`config.mk`:
```
export PLATFORM = sky130hd
export DESIGN_NAME = tfrl_ctrl
export DESIGN_NICKNAME = d
export VERILOG_FILES = /design/src/rtl/core/tfrl_pkg.sv /design/src/rtl/core/tfrl_ctrl.sv
export SDC_FILE = /design/constraint.sdc
export NUM_CORES = 1
export LEC_CHECK = 0
export BUFFER_PORTS_ARGS = -buffer_cell sky130_fd_sc_hd__buf_2
export CAP_MARGIN = 20
export CELL_PAD_IN_SITES_DETAIL_PLACEMENT = 1
export CELL_PAD_IN_SITES_GLOBAL_PLACEMENT = 2
export CORE_ASPECT_RATIO = 1.25
export CORE_MARGIN = 3
export CORE_UTILIZATION = 21
export CTS_CLUSTER_DIAMETER = 80
export CTS_CLUSTER_SIZE = 8
export DETAILED_ROUTE_END_ITERATION = 12
export PLACE_DENSITY = 0.8
export SLEW_MARGIN = 20
export SYNTH_ARGS = -nofsm -noshare
export SYNTH_HDL_FRONTEND = slang
export SYNTH_SLANG_ARGS = --single-unit
```
`constraint.sdc`:
```
create_clock -name i_clk -period 1.4 [get_ports i_clk]
set_input_delay 0.28 -clock i_clk [delete_from_list [all_inputs] [get_ports i_clk]]
set_output_delay 0.28 -clock i_clk [all_outputs]
set_load 0.02 [all_outputs]
```
`src/rtl/core/tfrl_pkg.sv`:
```
// Shared types and constants for the timestamped frame ring lookup core.
`default_nettype none
package tfrl_pkg;
    localparam int FRAMES = 64;
    localparam int FRAME_LEN = 150;
    localparam int HALF_BYTES = 75;
    localparam int WORDS = 19;
    localparam logic [20:0] FAR_START = 21'd1000000;
    localparam logic [20:0] MATCH_LIMIT = 21'd400;
    localparam logic [20:0] NEAR_ENOUGH = 21'd6;
    localparam logic [7:0] MARK_VALUE = 8'd15;
    localparam logic [15:0] PHASE_STEP = 16'd1043;

    localparam logic [1:0] SRC_FRAME = 2'd0;
    localparam logic [1:0] SRC_PATTERN = 2'd1;
    localparam logic [1:0] SRC_NONE = 2'd2;

    localparam logic OP_ADD = 1'b0;
    localparam logic OP_GET = 1'b1;

    typedef enum logic [3:0] {
        t_S_IDLE, t_S_SCAN_RD, t_S_SCAN_CMP, t_S_DECIDE,
        t_S_PAT, t_S_FRM_RD, t_S_FRM_WAIT, t_S_FRM_BYTE, t_S_OUT, t_S_NONE
    } t_state;

    typedef struct packed {
        logic scan_init;
        logic scan_rd;
        logic scan_cmp;
        logic word_init;
        logic byte_rd;
        logic byte_take;
        logic pat_byte;
        logic word_next;
        logic commit_hit;
        logic commit_pat;
        logic use_pattern;
    } t_cmd;

    typedef struct packed {
        logic clearing;
        logic scan_done;
        logic hit;
        logic none;
        logic byte_last;
        logic word_last;
    } t_status;

    // quarter-wave threshold sine, signed byte
    function automatic logic [7:0] sine_byte(input logic [15:0] p);
        logic [1:0] q;
        logic [13:0] r;
        logic [14:0] a;
        logic [2:0] k;
        q = p[15:14];
        r = p[13:0];
        a = q[0] ? (15'd16384 - {1'b0, r}) : {1'b0, r};
        k = 3'(a >= 15'd1496) + 3'(a >= 15'd3023) + 3'(a >= 15'd4620)
          + 3'(a >= 15'd6345) + 3'(a >= 15'd8299) + 3'(a >= 15'd10741)
          + 3'(a >= 15'd16384);
        sine_byte = q[1] ? (8'd0 - {5'd0, k}) : {5'd0, k};
    endfunction
endpackage
`default_nettype wire

```
`src/rtl/core/tfrl_ctrl.sv`:
```
// Controller state machine sequencing search and word output of a get.
`default_nettype none
module tfrl_ctrl (
    input  wire                    i_clk,
    input  wire                    i_rst_n,
    input  wire                    i_get,
    input  wire                    i_single,
    input  wire                    i_disabled,
    input  wire                    i_pattern,
    input  wire                    i_out_stall,
    input  wire tfrl_pkg::t_status i_status,
    output tfrl_pkg::t_cmd         o_cmd,
    output logic                   o_busy,
    output logic                   o_out_valid,
    output logic                   o_none
);
    tfrl_pkg::t_state r_state, n_state;

    always_ff @(posedge i_clk) begin
        if (!i_rst_n) begin
            r_state <= tfrl_pkg::t_S_IDLE;
        end else begin
            r_state <= n_state;
        end
    end

    always_comb begin
        n_state = r_state;
        o_cmd = '0;
        o_busy = 1'b1;
        o_out_valid = 1'b0;
        o_none = 1'b0;
        unique case (r_state)
            tfrl_pkg::t_S_IDLE: begin
                o_busy = i_status.clearing;
                if (i_get) begin
                    if (i_disabled) begin
                        n_state = tfrl_pkg::t_S_NONE;
                    end else if (i_single) begin
                        o_cmd.word_init = 1'b1;
                        n_state = tfrl_pkg::t_S_FRM_RD;
                    end else begin
                        o_cmd.scan_init = 1'b1;
                        n_state = tfrl_pkg::t_S_SCAN_RD;
                    end
                end
            end
            tfrl_pkg::t_S_SCAN_RD: begin
                if (i_status.scan_done) begin
                    n_state = tfrl_pkg::t_S_DECIDE;
                end else begin
                    o_cmd.scan_rd = 1'b1;
                    n_state = tfrl_pkg::t_S_SCAN_CMP;
                end
            end
            tfrl_pkg::t_S_SCAN_CMP: begin
                o_cmd.scan_cmp = 1'b1;
                n_state = tfrl_pkg::t_S_SCAN_RD;
            end
            tfrl_pkg::t_S_DECIDE: begin
                o_cmd.word_init = 1'b1;
                if (i_status.hit) begin
                    o_cmd.commit_hit = 1'b1;
                    n_state = tfrl_pkg::t_S_FRM_RD;
                end else if (i_status.none) begin
                    n_state = tfrl_pkg::t_S_NONE;
                end else begin
                    o_cmd.use_pattern = 1'b1;
                    n_state = tfrl_pkg::t_S_PAT;
                end
            end
            tfrl_pkg::t_S_PAT: begin
                o_cmd.pat_byte = 1'b1;
                if (i_status.byte_last) begin
                    n_state = tfrl_pkg::t_S_OUT;
                end
            end
            tfrl_pkg::t_S_FRM_RD: begin
                o_cmd.byte_rd = 1'b1;
                n_state = tfrl_pkg::t_S_FRM_WAIT;
            end
            tfrl_pkg::t_S_FRM_WAIT: begin
                n_state = tfrl_pkg::t_S_FRM_BYTE;
            end
            tfrl_pkg::t_S_FRM_BYTE: begin
                o_cmd.byte_take = 1'b1;
                n_state = i_status.byte_last ? tfrl_pkg::t_S_OUT : tfrl_pkg::t_S_FRM_RD;
            end
            tfrl_pkg::t_S_OUT: begin
                o_out_valid = 1'b1;
                if (!i_out_stall) begin
                    o_cmd.word_next = 1'b1;
                    if (i_status.word_last) begin
                        o_cmd.commit_pat = 1'b1;
                        n_state = tfrl_pkg::t_S_IDLE;
                    end else begin
                        n_state = i_pattern ? tfrl_pkg::t_S_PAT : tfrl_pkg::t_S_FRM_RD;
                    end
                end
            end
            tfrl_pkg::t_S_NONE: begin
                o_out_valid = 1'b1;
                o_none = 1'b1;
                if (!i_out_stall) begin
                    n_state = tfrl_pkg::t_S_IDLE;
                end
            end
            default: n_state = tfrl_pkg::t_S_IDLE;
        endcase
    end
endmodule
`default_nettype wire

```
==> parameters.txt <==
Parameter                              Value

Global route
  Total congestion overflow    0
  Largest net degree at the start of global routing    9
  Via count of the first global-routing pass    ~750
  Global-route wire length before repair    about 3400 um
  Aggregate global-route resource usage    between 10% and 20%
  Number of antenna violations at the first check in global routing    0

Placement
  Dpl ws    -0.129 ns
  HPWL after detailed placement    ~1600 um
  Global placer's final weighted congestion    0.813
  Number of input and output port buffers inserted    26

Logic synthesis
  Nets in the synthesized netlist    a little over 80
  Sequential element share of the synthesized area    between 15 and 20%
  Share of synthesized registers carrying an async set or reset    0%
  Synth warnings    0
  Per-instance average area after synthesis    just over 7 um2
  Synth Flop Type    dfxtp_1
  Synth cell types    36
  Syn Inst Count    around 70
  Flip-flop and latch count after synthesis    4
  Number of enable-type register cells in the synthesized netlist    0
  Area of the mapped netlist    494 um2

Timing
  Number of max-slew violations in the final report    0
  Period utilization    121%
  Top achievable clock speed    592 MHz
  Slew at the pin closest to its max-slew limit    around 0.30 ns
  Final setup violation count    15
  Minimum setup slack in the final design    -0.291 ns
  Number of hold violations in the final report    0
  Setup repair after global routing missed its margin    yes
  Post-route clock skew    around 0.00077 ns
  Slew margin rel.    between 70 and 80%
  Final critical-path required period    about 1.7 ns

Floorplanning
  Floorplan die height    roughly 60 um
  Total Die Area    between 2000 and 3000 um2
  Standard-cell row count    19
  Effective utilization at floorplan    about 22%
  Die X-Extent    about 49 um
  Number of placed I/O pins    27
  Area of the placeable core    2210 um2

Pwr
  Total leakage power    0.000478 uW
  Power density cells    1670 nW/um2
  Worst ir drop on vdd    between 0.0008 and 0.0009 V

Layout
  Signed area change from the synthesized netlist to the final layout    112%
  Final net count    roughly 130
  Post-layout utilization of the core    47.3%
  Fraction of final layout cells with drive strength greater than 1    roughly three quarters
  Largest registers    r_state (4)
  Ant. Diodes    0
  Register ranked first by flip-flop count    r_state
  Max reg flops    4

Routing
  Average detailed-routed wire length per instance    between 10 and 15 um
  Number of DRC markers after the initial detailed-route iteration    6
  Antenna violation net count after detailed routing    0
  DR vias/cell    around 4.9
  Via count    ~730
  Drt pass-1 iters    4
  Total Routed Length    between 2000 and 2500 um
  Number of remaining DRC errors    0

Clocking
  Clock-pin transition on the worst setup and hold timing paths    approximately 0.040 ns
  Maximum buffer depth of the clock tree    2
  Clock tree root driver cell    clkbuf_4
  Total clock buffers created by CTS    3
  CTS Sinks    4
  Deepest level of the CTS H-tree    1
  CTS tree    built
  Clock latency of the later-clocked register in the worst-skew pair    0.24 ns

Status
  Run status    finished, violations left
  Failing checks    negative setup slack

Critical path
  Kind of end point of the critical path    output pin
  Endpoint required time on the critical path    around 1.1 ns
  Data arrival time of the critical path    roughly 1.4 ns
  Highest-delay cell along the critical path    or3b_4
  Top fanout value on the critical path    4
  Maximum cell stage delay along the critical path    roughly 0.42 ns
  Worst path top cell family by delay    simple AND/OR/NAND/NOR gates
  Start-to-end type of the worst setup path    flip-flop to output pin
  Type of origin of the critical path    flip-flop
  Buffers & Inverters on Critical Path    1
  Cells along the critical path    or3b_4 -> nor3_4 -> and2_2 -> buf_4

Min path
  Path category of the worst min-delay check    input port to flip-flop

Job
  Max-capacitance violation count    0
[synthesized netlist by cell type, types with 2 or more instances]
cell      number  area, um2
nor2_1         6       22.5
nor3_1         3       15.0
a21oi_1        3       15.0
nand2b_1       6       37.5
or2b_1         2       15.0
o32ai_1        2       17.5
nand2_1        6       22.5
a211oi_1       2       15.0
nor4_1         4       25.0
dfxtp_1        4       80.1
and2_1         2       12.5
or2_1          2       12.5
buf_2          3       15.0
[kinds of logic after synthesis]
group	synth area share, %
buf+inv	8.35
mux	2.03
simple gates	47.3
compound gates	26.1
flops	16.2
[power by group]
part | internal, uW | switching, uW
Combinational | 704 | 670
Clock | 96.1 | 50.4
Sequential | 171 | 56.2
Total | 971 | 777
[worst reg2reg max path, cell delays in order, from the launching register on]
cell     delay (ns)
dfxtp_2        0.34
or3b_4         0.42
buf_4          0.17
nor4_1         0.23
o31ai_1        0.10
a21oi_1        0.12
[timing repair]
item / in CTS / in global routing
gates cloned: 0 / 0
gates resized for setup: 33 / 17
buffers inserted: 5 / 1
pin swaps: 2 / 5
hold buffers: 0 / 0
endpoints found under the setup margin: 17 / 17
[routing by layer]
layer | global-route usage [%] | up-vias | share of wire [%]
li1 | - | 346 | -
met1 | 16.1 | 359 | 37
met2 | 31.0 | 20 | 58
met3 | 3.74 | 0 | 5.1
met4 | 1.19 | 0 | 0
met5 | 0 | - | 0
[cell usage in the layout, fill, tap and decap left out, types with 2 or more instances in the layout]
cell type,count
buf_2,16
o32ai_2,2
nand2b_1,4
dfxtp_4,3
nor3_2,3
clkbuf_4,3
nand2b_4,2
nor4_2,2
buf_6,8
buf_4,26
nor2_4,2
nor2_2,3
nand2_2,2
nand2_1,3
or2b_1,2
or2_1,2
a21oi_1,3
[path summary, 6_finish.rpt]
kind	from	to	slack (ns)	cells after the start
worst min-delay path	i_rst_n	r_state[2]	0.32	2
worst max-delay path	r_state[1]	o_cmd[1]	-0.29	4
worst min register to register	r_state[0]	r_state[1]	0.69	3
worst max register to register	r_state[1]	r_state[0]	-0.06	5
[area by class of cell]
type	instances	area (um2)
Clock buffer	3	22.5
Fill cell	277	1160
Inverter	2	7.51
Multi-Input combinational cell	57	519
Sequential cell	4	92.6
Tap cell	31	38.8
Timing Repair Buffer	50	365
[metrics by stage]
stage	hold WS (ns)	area [um2]	total power (uW)	cells	setup TNS (ns)
global placement	0.570	791	1220	138	-0.190
finish	0.320	1050	1750	147	-2.17
detailed placement	0.566	791	1240	138	-0.497
floorplan	0.409	520	788	68	-0.120
global route	0.306	1050	1880	147	-3.25
CTS	0.311	960	1630	146	-2.23
Power figures use the tool's default switching activity.
